===== src/rle_pkg.sv =====
// ----------------------------------------------------------------------------
// RLE decoder package
// Shared widths, the decode mode type and the beat structs of the run-length
// decoder.
// ----------------------------------------------------------------------------
package rle_pkg;

  localparam int unsigned ByteW  = 8;
  localparam int unsigned LenW   = 7;
  localparam int unsigned CountW = 13;

  // Control byte layout
  localparam int unsigned      RepeatBit = 7;
  localparam logic [LenW-1:0]  LenMask   = 7'h7F;

  localparam logic [CountW-1:0] CapResetVal = 13'd256;

  typedef enum logic [1:0] {
    MODE_CONTROL = 2'd0,
    MODE_REPEAT  = 2'd1,
    MODE_LITERAL = 2'd2
  } dec_mode_e;

  typedef struct packed {
    logic [ByteW-1:0] data_byte;
    logic             final_byte;
  } in_beat_t;

  typedef struct packed {
    logic [ByteW-1:0]  pixel_value;
    logic [LenW-1:0]   run_count;
    logic              block_end;
    logic [CountW-1:0] total_written;
  } out_beat_t;

endpackage


===== src/rle_if.sv =====
// ----------------------------------------------------------------------------
// RLE decoder channels
// Valid/ready channels for compressed input bytes and decoded result beats.
// ----------------------------------------------------------------------------
interface rle_in_if;
  import rle_pkg::*;

  logic             valid;
  logic             ready;
  logic [ByteW-1:0] data_byte;
  logic             final_byte;

  modport source (output valid, output data_byte, output final_byte, input ready);
  modport sink   (input valid, input data_byte, input final_byte, output ready);
endinterface

interface rle_out_if;
  import rle_pkg::*;

  logic              valid;
  logic              ready;
  logic [ByteW-1:0]  pixel_value;
  logic [LenW-1:0]   run_count;
  logic              block_end;
  logic [CountW-1:0] total_written;

  modport source (output valid, output pixel_value, output run_count,
                  output block_end, output total_written, input ready);
  modport sink   (input valid, input pixel_value, input run_count,
                  input block_end, input total_written, output ready);
endinterface


===== src/rle_run_decoder.sv =====
// ----------------------------------------------------------------------------
// Run-length decoder, packbits style
// Top level: capacity register, decode core and output stage.
// ----------------------------------------------------------------------------
// Usage:
//   in_i carries one compressed byte per beat with a flag on the last byte of
//   a block. A control byte selects a repeat run (bit 7 set) or a literal run
//   and gives the length in bits 6-0; zero-length controls are skipped.
//   out_o carries one beat per value byte (pixel plus run count, clipped to
//   the capacity) and one block-end beat for the final byte, with the total.
//   Control and ignored bytes produce no beat unless they are final.
//   cfg_we_i/cfg_wdata_i write the output capacity; write only while idle.
// Timing:
//   A result beat goes to the output register, or to the skid entry when
//   out_o stalls. One byte per cycle while the skid is empty: the decode
//   is one combinational step between input handshake and output register.
// Stall:
//   A one-entry skid behind the output register absorbs a single stalled
//   result; in_i.ready drops only while that entry is occupied.
// Reset:
//   Capacity returns to 256, the decoder expects a control byte with a zero
//   total, and both output entries are emptied.
// ----------------------------------------------------------------------------
module rle_run_decoder #(
  parameter int unsigned MAX_CAPACITY = 4096
) (
  input  logic                       clk_i,
  input  logic                       rst_ni,
  input  logic                       cfg_we_i,
  input  logic [rle_pkg::CountW-1:0] cfg_wdata_i,
  rle_in_if.sink                     in_i,
  rle_out_if.source                  out_o
);
  import rle_pkg::*;

  logic [CountW-1:0] capacity_q;
  logic              accept;
  logic              push_ready;
  logic              res_valid;
  in_beat_t          in_beat;
  out_beat_t         res_beat;

  // Capacity register: take the write data whenever enabled
  always_ff @(posedge clk_i or negedge rst_ni) begin
    if (!rst_ni) begin
      capacity_q <= CapResetVal;
    end else if (cfg_we_i) begin
      capacity_q <= cfg_wdata_i;
    end
  end

  // Advance the decoder on every accepted input beat
  assign in_i.ready         = push_ready;
  assign accept             = in_i.valid && push_ready;
  assign in_beat.data_byte  = in_i.data_byte;
  assign in_beat.final_byte = in_i.final_byte;

  rle_dec_core #(
    .MAX_CAPACITY (MAX_CAPACITY)
  ) u_core (
    .clk_i       (clk_i),
    .rst_ni      (rst_ni),
    .accept_i    (accept),
    .beat_i      (in_beat),
    .capacity_i  (capacity_q),
    .res_valid_o (res_valid),
    .res_o       (res_beat)
  );

  // Hold results in the output register; spill one into the skid on a stall
  rle_out_skid u_out (
    .clk_i        (clk_i),
    .rst_ni       (rst_ni),
    .push_i       (res_valid),
    .push_beat_i  (res_beat),
    .push_ready_o (push_ready),
    .out_o        (out_o)
  );

endmodule


===== src/rle_dec_core.sv =====
// ----------------------------------------------------------------------------
// RLE decode core
// Decode state and one-byte-per-cycle result logic, while input is accepted.
// ----------------------------------------------------------------------------
module rle_dec_core #(
  parameter int unsigned MAX_CAPACITY = 4096
) (
  input  logic                             clk_i,
  input  logic                             rst_ni,
  input  logic                             accept_i,
  input  rle_pkg::in_beat_t                beat_i,
  input  logic [rle_pkg::CountW-1:0]       capacity_i,
  output logic                             res_valid_o,
  output rle_pkg::out_beat_t               res_o
);
  import rle_pkg::*;

  // Largest value the capacity register can hold limits the clamp
  localparam int unsigned RegMax   = (1 << CountW) - 1;
  localparam int unsigned ClampVal = (MAX_CAPACITY > RegMax) ? RegMax : MAX_CAPACITY;
  localparam logic [CountW-1:0] CapLimit = CountW'(ClampVal);

  dec_mode_e         mode_q, mode_d;
  logic [LenW-1:0]   lit_rem_q, lit_rem_d;
  logic [LenW-1:0]   rep_len_q, rep_len_d;
  logic [CountW-1:0] written_q, written_d;

  logic [CountW-1:0] cap_eff;
  logic [CountW-1:0] room;
  logic [CountW-1:0] rep_ext;
  logic [LenW-1:0]   cnt;
  logic [LenW-1:0]   len;
  logic [LenW-1:0]   lit_dec;
  logic              emit;

  assign cap_eff = (capacity_i > CapLimit) ? CapLimit : capacity_i;
  assign room    = cap_eff - written_q;
  assign rep_ext = CountW'(rep_len_q);
  assign len     = beat_i.data_byte[LenW-1:0] & LenMask;
  assign lit_dec = lit_rem_q - LenW'(1);

  always_ff @(posedge clk_i or negedge rst_ni) begin
    if (!rst_ni) begin
      mode_q    <= MODE_CONTROL;
      lit_rem_q <= '0;
      rep_len_q <= '0;
      written_q <= '0;
    end else begin
      mode_q    <= mode_d;
      lit_rem_q <= lit_rem_d;
      rep_len_q <= rep_len_d;
      written_q <= written_d;
    end
  end

  always_comb begin
    mode_d    = mode_q;
    lit_rem_d = lit_rem_q;
    rep_len_d = rep_len_q;
    written_d = written_q;
    cnt       = '0;
    emit      = 1'b0;

    if (accept_i) begin
      // Ignore everything but the final flag once the output is full
      if (written_q < cap_eff) begin
        case (mode_q)
          MODE_REPEAT: begin
            cnt       = (rep_ext > room) ? room[LenW-1:0] : rep_len_q;
            emit      = 1'b1;
            written_d = written_q + CountW'(cnt);
            rep_len_d = '0;
            mode_d    = MODE_CONTROL;
          end
          MODE_LITERAL: begin
            cnt       = LenW'(1);
            emit      = 1'b1;
            written_d = written_q + CountW'(1);
            lit_rem_d = lit_dec;
            if (lit_dec == '0) begin
              mode_d = MODE_CONTROL;
            end
          end
          default: begin
            mode_d = MODE_CONTROL;
            if (len != '0) begin
              if (beat_i.data_byte[RepeatBit]) begin
                rep_len_d = len;
                mode_d    = MODE_REPEAT;
              end else begin
                lit_rem_d = len;
                mode_d    = MODE_LITERAL;
              end
            end
          end
        endcase
      end
      if (beat_i.final_byte) begin
        mode_d    = MODE_CONTROL;
        lit_rem_d = '0;
        rep_len_d = '0;
        written_d = '0;
      end
    end
  end

  assign res_valid_o        = accept_i && (emit || beat_i.final_byte);
  assign res_o.pixel_value  = emit ? beat_i.data_byte : '0;
  assign res_o.run_count    = cnt;
  assign res_o.block_end    = beat_i.final_byte;
  assign res_o.total_written = beat_i.final_byte ?
                               ((written_q < cap_eff && (mode_q == MODE_REPEAT ||
                                 mode_q == MODE_LITERAL)) ?
                                (written_q + CountW'(cnt)) : written_q) :
                               written_d;

  a_lit_nonzero: assert property (@(posedge clk_i) disable iff (!rst_ni)
    mode_q == MODE_LITERAL |-> lit_rem_q != '0)
    else $error("literal mode with no bytes left");

  a_rep_nonzero: assert property (@(posedge clk_i) disable iff (!rst_ni)
    mode_q == MODE_REPEAT |-> rep_len_q != '0)
    else $error("repeat mode with zero length");

  a_final_clears: assert property (@(posedge clk_i) disable iff (!rst_ni)
    accept_i && beat_i.final_byte |=> written_q == '0 && mode_q == MODE_CONTROL)
    else $error("block state not cleared after final byte");

  a_final_result: assert property (@(posedge clk_i) disable iff (!rst_ni)
    accept_i && beat_i.final_byte |-> res_valid_o && res_o.block_end)
    else $error("final byte gave no block-end result");

endmodule


===== src/rle_out_skid.sv =====
// ----------------------------------------------------------------------------
// RLE output stage
// Output register plus one skid entry, which takes one result under a stall.
// ----------------------------------------------------------------------------
module rle_out_skid (
  input  logic               clk_i,
  input  logic               rst_ni,
  input  logic               push_i,
  input  rle_pkg::out_beat_t push_beat_i,
  output logic               push_ready_o,
  rle_out_if.source          out_o
);
  import rle_pkg::*;

  logic      out_vld_q, out_vld_d;
  logic      skid_vld_q, skid_vld_d;
  out_beat_t out_beat_q, out_beat_d;
  out_beat_t skid_beat_q, skid_beat_d;
  logic      out_free;

  assign out_free     = !out_vld_q || out_o.ready;
  assign push_ready_o = !skid_vld_q;

  always_comb begin
    out_vld_d   = out_vld_q;
    skid_vld_d  = skid_vld_q;
    out_beat_d  = out_beat_q;
    skid_beat_d = skid_beat_q;
    if (out_free) begin
      // Drain the skid entry first; a push cannot coincide with it
      if (skid_vld_q) begin
        out_vld_d  = 1'b1;
        out_beat_d = skid_beat_q;
        skid_vld_d = 1'b0;
      end else begin
        out_vld_d  = push_i;
        out_beat_d = push_beat_i;
      end
    end else if (push_i) begin
      skid_vld_d  = 1'b1;
      skid_beat_d = push_beat_i;
    end
  end

  always_ff @(posedge clk_i or negedge rst_ni) begin
    if (!rst_ni) begin
      out_vld_q  <= 1'b0;
      skid_vld_q <= 1'b0;
    end else begin
      out_vld_q  <= out_vld_d;
      skid_vld_q <= skid_vld_d;
    end
  end

  always_ff @(posedge clk_i) begin
    out_beat_q  <= out_beat_d;
    skid_beat_q <= skid_beat_d;
  end

  assign out_o.valid         = out_vld_q;
  assign out_o.pixel_value   = out_beat_q.pixel_value;
  assign out_o.run_count     = out_beat_q.run_count;
  assign out_o.block_end     = out_beat_q.block_end;
  assign out_o.total_written = out_beat_q.total_written;

  a_skid_behind_out: assert property (@(posedge clk_i) disable iff (!rst_ni)
    skid_vld_q |-> out_vld_q)
    else $error("skid entry held while output register empty");

  a_no_push_full: assert property (@(posedge clk_i) disable iff (!rst_ni)
    push_i |-> !skid_vld_q)
    else $error("result pushed into a full skid entry");

endmodule


===== src/flat_wrapper.sv =====
// flat-port wrapper written by rule: the top's interface ports become plain ports
module rle_run_decoder_flat import rle_pkg::*;
#(
  parameter int unsigned MAX_CAPACITY = 4096
)
  (clk_i, rst_ni, cfg_we_i, cfg_wdata_i, in_i_valid, in_i_data_byte, in_i_final_byte, in_i_ready, out_o_valid, out_o_pixel_value, out_o_run_count, out_o_block_end, out_o_total_written, out_o_ready);
  rle_in_if in_i_i ();
  rle_out_if out_o_i ();
  input  logic clk_i;
  input  logic rst_ni;
  input  logic cfg_we_i;
  input  logic [rle_pkg::CountW-1:0] cfg_wdata_i;
  input wire logic [$bits(in_i_i.valid)-1:0] in_i_valid;
  input wire logic [$bits(in_i_i.data_byte)-1:0] in_i_data_byte;
  input wire logic [$bits(in_i_i.final_byte)-1:0] in_i_final_byte;
  output wire logic [$bits(in_i_i.ready)-1:0] in_i_ready;
  output wire logic [$bits(out_o_i.valid)-1:0] out_o_valid;
  output wire logic [$bits(out_o_i.pixel_value)-1:0] out_o_pixel_value;
  output wire logic [$bits(out_o_i.run_count)-1:0] out_o_run_count;
  output wire logic [$bits(out_o_i.block_end)-1:0] out_o_block_end;
  output wire logic [$bits(out_o_i.total_written)-1:0] out_o_total_written;
  input wire logic [$bits(out_o_i.ready)-1:0] out_o_ready;
  assign in_i_i.valid = in_i_valid;
  assign in_i_i.data_byte = in_i_data_byte;
  assign in_i_i.final_byte = in_i_final_byte;
  assign in_i_ready = in_i_i.ready;
  assign out_o_valid = out_o_i.valid;
  assign out_o_pixel_value = out_o_i.pixel_value;
  assign out_o_run_count = out_o_i.run_count;
  assign out_o_block_end = out_o_i.block_end;
  assign out_o_total_written = out_o_i.total_written;
  assign out_o_i.ready = out_o_ready;
  rle_run_decoder #(.MAX_CAPACITY(MAX_CAPACITY)) u_core (.clk_i(clk_i), .rst_ni(rst_ni), .cfg_we_i(cfg_we_i), .cfg_wdata_i(cfg_wdata_i), .in_i(in_i_i), .out_o(out_o_i));
endmodule

===== config.mk =====
export PLATFORM = sky130hd
export DESIGN_NAME = rle_run_decoder_flat
export DESIGN_NICKNAME = d
export VERILOG_FILES = /design/src/rle_pkg.sv /design/src/rle_if.sv /design/src/rle_run_decoder.sv /design/src/rle_dec_core.sv /design/src/rle_out_skid.sv /design/src/flat_wrapper.sv
export SDC_FILE = /design/constraint.sdc
export NUM_CORES = 1
export LEC_CHECK = 0
export ABC_AREA = 1
export BUFFER_PORTS_ARGS = -buffer_cell sky130_fd_sc_hd__buf_2
export CAP_MARGIN = 30
export CORE_MARGIN = 3
export CORE_UTILIZATION = 40
export CTS_BUF_LIST = sky130_fd_sc_hd__clkbuf_4
export DETAILED_ROUTE_END_ITERATION = 6
export GPL_TIMING_DRIVEN = 0
export PLACE_DENSITY = 0.64
export SLEW_MARGIN = 5
export SYNTH_ARGS = -nofsm -noshare
export SYNTH_HDL_FRONTEND = slang
export SYNTH_SLANG_ARGS = --single-unit
export TNS_END_PERCENT = 5

===== constraint.sdc =====
create_clock -name clk_i -period 8.3 [get_ports clk_i]
set_clock_uncertainty 0.1 [all_clocks]
set_input_delay 0.415 -clock clk_i [delete_from_list [all_inputs] [get_ports clk_i]]
set_output_delay 0.415 -clock clk_i [all_outputs]
set_load 0.01 [all_outputs]

# Yosys cells after proc, flatten, opt, wreduce, memory -nomap -nowiden
# Index checks and enable logic that the tools add are counted.
# classes
add_sub_neg,5
magnitude_cmp,3
n_eq_ne,6
muxes,35
n_bitwise,1
reduce_logical,20
# op_table
operator,count
13-bit two-way mux,6
7-bit two-way mux,11
7-bit case mux with 2 select lines,3
29-bit two-way mux,1
13-bit by 7-bit adder with 13-bit output,2
13-bit case mux with 2 select lines,1
13-bit by 1-bit adder with 13-bit output (second input constant),1
13-bit greater-than comparator (second input constant),1
7-bit by 13-bit greater-than comparator with 1-bit output,1
13-bit < comparator,1
13-bit subtractor,1
2-bit two-way mux,5
5-bit AND reduction,2
3-bit nonzero test,3
8-bit two-way mux,1
7-bit logical NOT,1
7-bit nonzero test,1
7-bit by 1-bit subtractor with 7-bit output (second input constant),1
1-bit two-way mux,6
2-bit != test (second input constant),2
2-bit case mux with 2 select lines,1
2-bit nonzero test,2
1-bit logical AND,3
1-bit logical OR,3
9 further kinds,10
# totals
reg_bits,102
in_bits,27
output_inout_bits,31
elab_cells,85

# Depth between registers and ports, before layout
# Gate-level depths: netlist (run 1).
# logic_depth
depth_word,12
ltp_mapped,40
depth_no_buf,40

# Hierarchy
# From an unflattened synthesis (run 1), not the netlist that was laid out.
# unflattened
hier_cells,895
area_unflattened_um2,6734.0
# by_module_without_submodules
module,instances,cells_each,area_per_inst_um2,seq_area_each_um2
rle_dec_core,1,677,4050.1,725.7
rle_out_skid,1,161,2180.8,1791.7
rle_run_decoder,1,57,503.0,326.6

# Worst setup path after synthesis (run 1)
# Ideal clock, no wire load.
# synth_timing
path_type,flip-flop to flip-flop
start,register u_core.capacity_q[0]
end,"register u_core.u_out.out_beat_q, in the netlist u_core.u_out.out_o.total_written[10], data pin"
setup_ns,0.253
arrival_time_ns,4.759
required_ns,7.947
slack_ns,3.188
path_stages_with_launch,38
n_path_buf,0
period_less_slack_ns,5.112
path_cell_list,dfrtp_1 -> nor4_1 -> nand3_1 -> nand2_1 -> clkinv_1 -> nor2_1 -> inv_1 -> fa_1 -> inv_1 -> nand3_1 -> nand3_1 -> xor2_1 -> inv_1 -> ha_1 -> nand2_1 -> o21bai_1 -> nand2_1 -> nand2_1 -> [2 not listed] -> nor2_2 -> nand2_2 -> nand2_1 -> nand2_1 -> nand2_1 -> ha_1 -> inv_1 -> fa_1 -> inv_1 -> nand3_1 -> nand3_1 -> nand2_1 -> nand2_1 -> nand4_1 -> o21ai_0 -> nand3_1 -> nand3_1 -> nand2_1
# synth_via
elab_chain_cells,12
elab_cells_between_ends,19
classes_between,add/sub (3); order compare (3); mux (12); reduce/logical (1)
# synth_rtl
element,line_no,source
"start, declared",rle_run_decoder.sv:36,logic [CountW-1:0] capacity_q;
"start signal, assigned",rle_run_decoder.sv:46,capacity_q <= CapResetVal;
"start signal, assigned",rle_run_decoder.sv:48,capacity_q <= cfg_wdata_i;
13-bit greater-than comparator,rle_dec_core.sv:36,assign cap_eff = (capacity_i > CapLimit) ? CapLimit : capacity_i;
13-bit two-way mux (*),rle_dec_core.sv:36,
13-bit subtractor,rle_dec_core.sv:37,assign room = cap_eff - written_q;
7-bit by 13-bit greater-than comparator with 1-bit output,rle_dec_core.sv:69,cnt = (rep_ext > room) ? room[LenW-1:0] : rep_len_q;
7-bit two-way mux,rle_dec_core.sv:69,
13-bit by 7-bit adder with 13-bit output or 7-bit case mux with 2 select lines (tied branches),"rle_dec_core.sv:71, rle_dec_core.sv:67",
13-bit case mux with 2 select lines or 7-bit two-way mux (tied branches),"rle_dec_core.sv:67, rle_dec_core.sv:66",
13-bit two-way mux or 7-bit two-way mux (tied branches),"rle_dec_core.sv:66, rle_dec_core.sv:64",
13-bit two-way mux or 13-bit by 7-bit adder with 13-bit output (tied branches),"rle_dec_core.sv:98, rle_dec_core.sv:114",
"13-bit two-way mux, on equally long branches","rle_dec_core.sv:64, rle_dec_core.sv:113",
13-bit two-way mux (*),rle_dec_core.sv:111,assign res_o.total_written = beat_i.final_byte ?
29-bit two-way mux (*),rle_out_skid.sv:31,if (skid_vld_q) begin
"end signal, assigned",rle_out_skid.sv:56,out_beat_q <= out_beat_d;
"end, declared",rle_out_skid.sv:17,"out_beat_t out_beat_q, out_beat_d;"
# Every way passes the cells marked *; elsewhere a longest branch is shown, timed or not.
# A chain may end at the register's enable or synchronous reset.

==> results.sh, run 1 <==
export IMPL_min_path_type="in2reg"
export IMPL_setup_violations=0
export IMPL_reg2regPathDepth=36
export IMPL_timing_hold_violations_final=0
export IMPL_status="completed"
export IMPL_synth_avg_cell_area_sq_um=7.75
export IMPL_synth_xor_area_frac=0.0252
export IMPL_core_area_sq_um=16800
export IMPL_antenna_left=0
export IMPL_final_common_cell="nand2_1"
export IMPL_grt_ovfl_total=0
export IMPL_synth_compound_area_frac=0.108
export IMPL_syn_to_final_growth_pct=11.3
export IMPL_drt_initial_drc_count=467
export IMPL_final_cell_mix="nand2_1, inv_1, nand3_1"
export IMPL_groute_usage_overall=0.184
export IMPL_routed_top_layer="met4"
export IMPL_vias=5921
export IMPL_num_rows=47
export IMPL_r2r_end="u_core.u_out.skid_beat_q[12]"
export IMPL_cts_tree="done"
export IMPL_cts_sinks=102
export IMPL_initial_core_util=0.413
export IMPL_power_mw=2.28
export IMPL_clock_latency_ns=0.48
export IMPL_die_y_microns=138
export IMPL_setup_tns_ns=0
export IMPL_synth_top_family_by_area="simple AND/OR/NAND/NOR gates"
export IMPL_drv_cap=0
export IMPL_fin_crit_ns=6.19
export IMPL_drive_gt1_frac=0.130
export IMPL_path_clk_slew_ns=0.16
export IMPL_power_leakage_nw=3.90
export IMPL_dr_pass1_iters=5
export IMPL_worstSetupEndpoint="u_core.u_out.skid_beat_q[12]"
export IMPL_cts_buffers=9
export IMPL_period_share=0.745
export IMPL_synth_simple_area_share=0.289
export IMPL_synthCells=897
export IMPL_wire_per_inst_microns=14.0
export IMPL_synth_distinct_cells=48
export IMPL_crit_type="reg2reg"
export IMPL_m1WireLength_microns=7930
export IMPL_cts_buffer_depth=2
export IMPL_slew_headroom=0.443
export IMPL_grt_pass1_wl_microns=27400
export IMPL_slew_viol_final=0
export IMPL_synth_main_ff_cell="edfxtp_1"
export IMPL_p_per_area_nw_per_um2=294
export IMPL_synth_edff_count=58
export IMPL_cts_htree_levels=3
export IMPL_worstPathRequired_ns=8.45
export IMPL_grt_pass1_vias=5552
export IMPL_cts_setup_buffers=0
export IMPL_io_buffers=57
export IMPL_cp_startpoint="u_core.capacity_q[9]"
export IMPL_fin_util=0.460
export IMPL_gp_congestion=0.901
export IMPL_synth_top_area_share=0.251
export IMPL_r2r_slack_ns=2.11
export IMPL_synthTopCellsByArea="edfxtp_1, dfrtp_1, nand2_1"
export IMPL_crit_slowest_cell="fa_1"
export IMPL_yosys_area_share_adder=0.0788
export IMPL_muxShareOfSynthArea=0.00324
export IMPL_antenna_found_initial=1
export IMPL_syn_area_sq_um=6950
export IMPL_worst_setup_path_end_kind="flop"
export IMPL_yosysWarnings=0
export IMPL_rsz0062_at_grt="no"
export IMPL_synth_seq_cells=102
export IMPL_drc=0
export IMPL_hold_slack_ns=0.0293
export IMPL_fin_nets=1038
export IMPL_start_kind="flop"
export IMPL_cp_arrival_ns=6.33
export IMPL_worst_r2r_startpoint="u_core.capacity_q[9]"
export IMPL_crit_fanout=10
export IMPL_clock_fmax_mhz=162
export IMPL_dp_hpwl_microns=13500
export IMPL_wirelength_microns=16700
export IMPL_async_flop_share=0.431
export IMPL_path_common_cell="nand2_1"
export IMPL_avgViaCountPerCell=4.95
export IMPL_pin_count=58
export IMPL_die_area_sq_um=19000
export IMPL_max_stage_delay_ns=0.46
export IMPL_dr_wl_met3_microns=658
export IMPL_wl_met2_microns=7680
export IMPL_syn_nets=966
export IMPL_synth_top_cell_by_area="edfxtp_1"
export IMPL_die_x_microns=138
export IMPL_grt_max_degree=30
export IMPL_vdd_ir_drop_max_v=0.0000974
export IMPL_cts_root_buffer="clkbuf_4"
export IMPL_worstMarginPinSlew_ns=0.832
export IMPL_ys_seq_area_frac=0.409
where the power goes:
part | switching [mW] | internal [mW]
clock network | 0.178 | 0.0981
registers | 0.0753 | 0.696
logic | 0.785 | 0.444
total | 1.04 | 1.24
routing by layer:
metal | global-route usage | vias up
li1 | - | 3080
met2 | 0.296 | 122
met1 | 0.249 | 2692
met5 | 0 | -
met3 | 0.0332 | 27
met4 | 0.0653 | 0
flip-flops by register name, indices dropped and copies added (netlist names):
name,flops
u_core.capacity_q,13
u_core.u_core.lit_rem_q,7
u_core.u_core.mode_q,2
u_core.u_core.rep_len_q,7
u_core.u_core.written_q,13
u_core.u_out.out_o.block_end,1
u_core.u_out.out_o.pixel_value,8
u_core.u_out.out_o.run_count,7
u_core.u_out.out_o.total_written,13
u_core.u_out.out_o.valid,1
u_core.u_out.skid_beat_q,29
u_core.u_out.skid_vld_q,1
area by class of cell:
| type | count | area, sq um |
|---|---|---|
| well taps | 220 | 275 |
| multi-input cells | 647 | 3510 |
| inverters | 126 | 478 |
| diodes | 1 | 2.50 |
| fillers | 1735 | 9080 |
| plain buffers | 22 | 125 |
| flip-flops and latches | 102 | 2840 |
| clock inverters | 6 | 70.1 |
| clock buffers | 10 | 75.1 |
| repair buffers | 61 | 353 |
cells by family after synthesis:
logic type | after synthesis
xor gates and xnor gates | 20
DFF | 102
muxes | 2
buffers and inverters | 148
adders and majority gates | 42
AOI/OAI and AO/OA | 121
and+or+nand+nor | 462
stage by stage:
| step | worst slack (ns) | std cells | instance area (sq um) |
|---|---|---|---|
| detailed placement | 2.11 | 1176 | 7570 |
| global route | 1.44 | 1195 | 7730 |
| finish | 2.11 | 1195 | 7730 |
| floorplan | 3.19 | 897 | 6950 |
| CTS | 2.07 | 1194 | 7730 |
| global placement | 2.18 | 1174 | 7510 |
synthesized netlist by cell type, types with 4 or more instances:
cell type    n
nand4_1     12
clkbuf_1    13
dfrtp_1     43
o21ai_0     57
o211ai_1     8
o211ai_2     8
nor4_1       4
xnor2_1      9
edfxtp_1    58
nor2_1      63
nand3_1     65
inv_1      122
ha_1        39
buf_2        6
xor2_1      11
nand2_2      5
nand2_1    277
and2_1      14
a21oi_1     29
nor2_2       4
nor3_1       5
o21ai_2      6
critical path: cells and delay by family, from the launching register on:
kind / cells / cell delay [ns]
xor gates and xnor gates: 1 / 0.22
adders and majority gates: 4 / 1.30
AOI/OAI and AO/OA: 5 / 0.89
DFF: 1 / 0.41
buffers and inverters: 5 / 0.58
and+or+nand+nor: 21 / 2.46
repair_timing:
action / CTS / global route
hold endpoints to repair: 18 / 0
gates resized for setup: 0 / 0
hold buffers: 2 / 0
worst min path at each step:
stage	depth (start not counted)	slack, ns	endpoint	start
2_1_floorplan	0	0.02	u_core.capacity_q[0]	rst_ni
3_3_place_gp	2	0.38	u_core.u_core.rep_len_q[0]	u_core.u_core.rep_len_q[0]
3_5_place_dp	1	0.29	u_core.u_out.out_o.valid	rst_ni
4_1_cts	3	0.005	u_core.capacity_q[4]	cfg_wdata_i[4]
5_1_grt	3	0.02	u_core.capacity_q[4]	cfg_wdata_i[4]
6_report	3	0.03	u_core.capacity_q[4]	cfg_wdata_i[4]
(Power assumes the default switching activity.)
==> run 2, diff against run 1 <==
- PLACE_DENSITY: 0.64 -> 0.66
- clock period: 8.3 -> 5.5 ns (I/O delays scaled with it)
==> results.sh, run 2 (synthesis gave the netlist of run 1 again) <==
export IMPL_p_int_mw=2.25
export IMPL_period_share=0.996
export IMPL_wirelength_microns=18600
export IMPL_cts_tree="done"
export IMPL_drive_gt1_frac=0.252
export IMPL_largest_register_ff_count=29
export IMPL_dp_hpwl_microns=13400
export IMPL_cts_root_buffer="clkbuf_4"
export IMPL_drv_cap=0
export IMPL_fin_nets=1100
export IMPL_pin_count=58
export IMPL_antenna_left=0
export IMPL_die_y_microns=138
export IMPL_swShare=0.451
export IMPL_p_switching_mw=1.84
export IMPL_vias=6389
export IMPL_grt_use_met2=0.321
export IMPL_crit_type="reg2reg"
export IMPL_start_kind="flop"
export IMPL_worstMarginPinSlew_ns=0.859
export IMPL_fin_crit_ns=5.48
export IMPL_rsz0062_at_grt="yes"
export IMPL_final_cell_mix="nand2_1, inv_1, buf_2"
export IMPL_crit_fanout=7
export IMPL_r2r_slack_ns=0.02
export IMPL_use_met1=0.259
export IMPL_slew_viol_final=0
export IMPL_drt_initial_drc_count=493
export IMPL_dr_pass1_iters=6
export IMPL_slew_headroom=0.423
export IMPL_avgViaCountPerCell=5.08
export IMPL_path_common_cell="nand2_2"
export IMPL_top_usage_layer="met2"
export IMPL_seqPwrFrac=0.291
export IMPL_cts_sinks=102
export IMPL_regMostFlops="u_core.u_out.skid_beat_q"
export IMPL_clock_fmax_mhz=183
export IMPL_setup_tns_ns=0
export IMPL_grt_pass1_wl_microns=28600
export IMPL_path_clk_slew_ns=0.16
export IMPL_grt_max_degree=34
export IMPL_max_stage_delay_ns=0.44
export IMPL_io_buffers=57
export IMPL_wire_per_inst_microns=14.8
export IMPL_min_path_type="in2async"
export IMPL_worst_r2r_startpoint="u_core.capacity_q[9]"
export IMPL_cts_htree_levels=3
export IMPL_gp_congestion=0.914
export IMPL_cp_startpoint="u_core.capacity_q[9]"
export IMPL_combPwrFrac=0.593
export IMPL_status="completed"
export IMPL_vdd_ir_drop_max_v=0.000175
export IMPL_timing_hold_violations_final=0
export IMPL_clock_latency_ns=0.50
export IMPL_cp_arrival_ns=5.66
export IMPL_met3_usage=0.0201
export IMPL_groute_usage_overall=0.192
export IMPL_worstPathRequired_ns=5.68
export IMPL_core_area_sq_um=16800
export IMPL_antenna_found_initial=1
export IMPL_initial_core_util=0.413
export IMPL_die_x_microns=138
export IMPL_drc=0
export IMPL_die_area_sq_um=19000
export IMPL_grt_ovfl_total=0
export IMPL_grt_pass1_vias=5801
export IMPL_cts_buffers=9
export IMPL_syn_to_final_growth_pct=27.5
export IMPL_p_per_area_nw_per_um2=461
export IMPL_num_rows=47
export IMPL_worst_setup_path_end_kind="flop"
export IMPL_power_leakage_nw=4.29
export IMPL_power_mw=4.09
export IMPL_setup_violations=0
export IMPL_cts_buffer_depth=2
export IMPL_final_common_cell="nand2_1"
export IMPL_clkPwrFrac=0.116
export IMPL_crit_slowest_cell="dfrtp_1"
## run 2: changes by cell type in the layout (fill, tap and decap cells not counted), moves of 13 or more
cell           previous run  this run
nand3_1                  65        50
buf_4                     0        35
nand3_2                   3        16
ha_4                      0        13
ha_1                     39        23
nand2_1                 277       252
dlygate4sd3_1             2        28
nand2_2                   5        25
## run 2: power by group through the flow
stage,sequential (mW),combinational (mW),clock [mW]
6_report,1.19,2.42,0.475
5_1_grt,1.21,2.69,0.513
4_1_cts,1.17,1.99,0.487
3_5_place_dp,1.18,1.85,0
3_3_place_gp,1.18,1.80,0
2_1_floorplan,1.21,1.33,0
## run 2: what timing repair did
| action | in CTS | in global routing |
|---|---|---|
| hold buffers | 28 | 0 |
| buffers inserted | 16 | 22 |
| setup endpoints to repair | 33 | 31 |
| resized for setup | 33 | 99 |
| pin swaps | 15 | 44 |
| hold endpoints to repair | 66 | 0 |
## run 2: final timing paths
path,to,cells after the start
max reg2reg,u_core.u_out.skid_beat_q[7],36
min reg2reg,u_core.u_core.rep_len_q[0],2
min,u_core.u_core.lit_rem_q[6],2
min in group clk_i,u_core.u_core.written_q[6],5
max,u_core.u_out.skid_beat_q[7],36
max in group asynchronous,u_core.capacity_q[8],3
## run 2: routing by layer
| metal | routed length (microns) | vias to the layer above |
|---|---|---|
| met1 | 8320 | 2981 |
| met5 | 0 | - |
| met3 | 723 | 31 |
| met2 | 9160 | 178 |
| li1 | - | 3199 |
| met4 | 429 | 0 |
## run 2: area by class of cell
class | instances | area [sq um]
flip-flops and latches | 102 | 2840
clock buffers | 9 | 67.6
fillers | 1562 | 7950
diodes | 1 | 2.50
clock inverters | 7 | 101
well taps | 220 | 275
repair buffers | 124 | 898
inverters | 126 | 485
plain buffers | 21 | 121
multi-input cells | 647 | 4070
## run 2: worst max-delay path, delay by kind of cell, from the launching register on
kind | cells | cell delay [ns]
fa+ha+maj | 3 | 0.93
buf+inv | 6 | 0.54
xor+xnor | 2 | 0.39
compound gates | 2 | 0.24
simple gates | 23 | 2.61
flops | 1 | 0.44
## run 2: through the flow
step,instances,hold WS (ns),util,setup WS [ns],cell area [sq um]
2_1_floorplan,897,-0.121,-,0.388,6950
3_3_place_gp,1174,0.369,0.447,-0.609,7510
3_5_place_dp,1176,0.0927,0.450,-0.700,7570
4_1_cts,1235,0.0560,0.491,-0.00477,8260
5_1_grt,1257,0.106,0.527,-0.208,8860
6_report,1257,0.0777,0.527,0.0236,8860
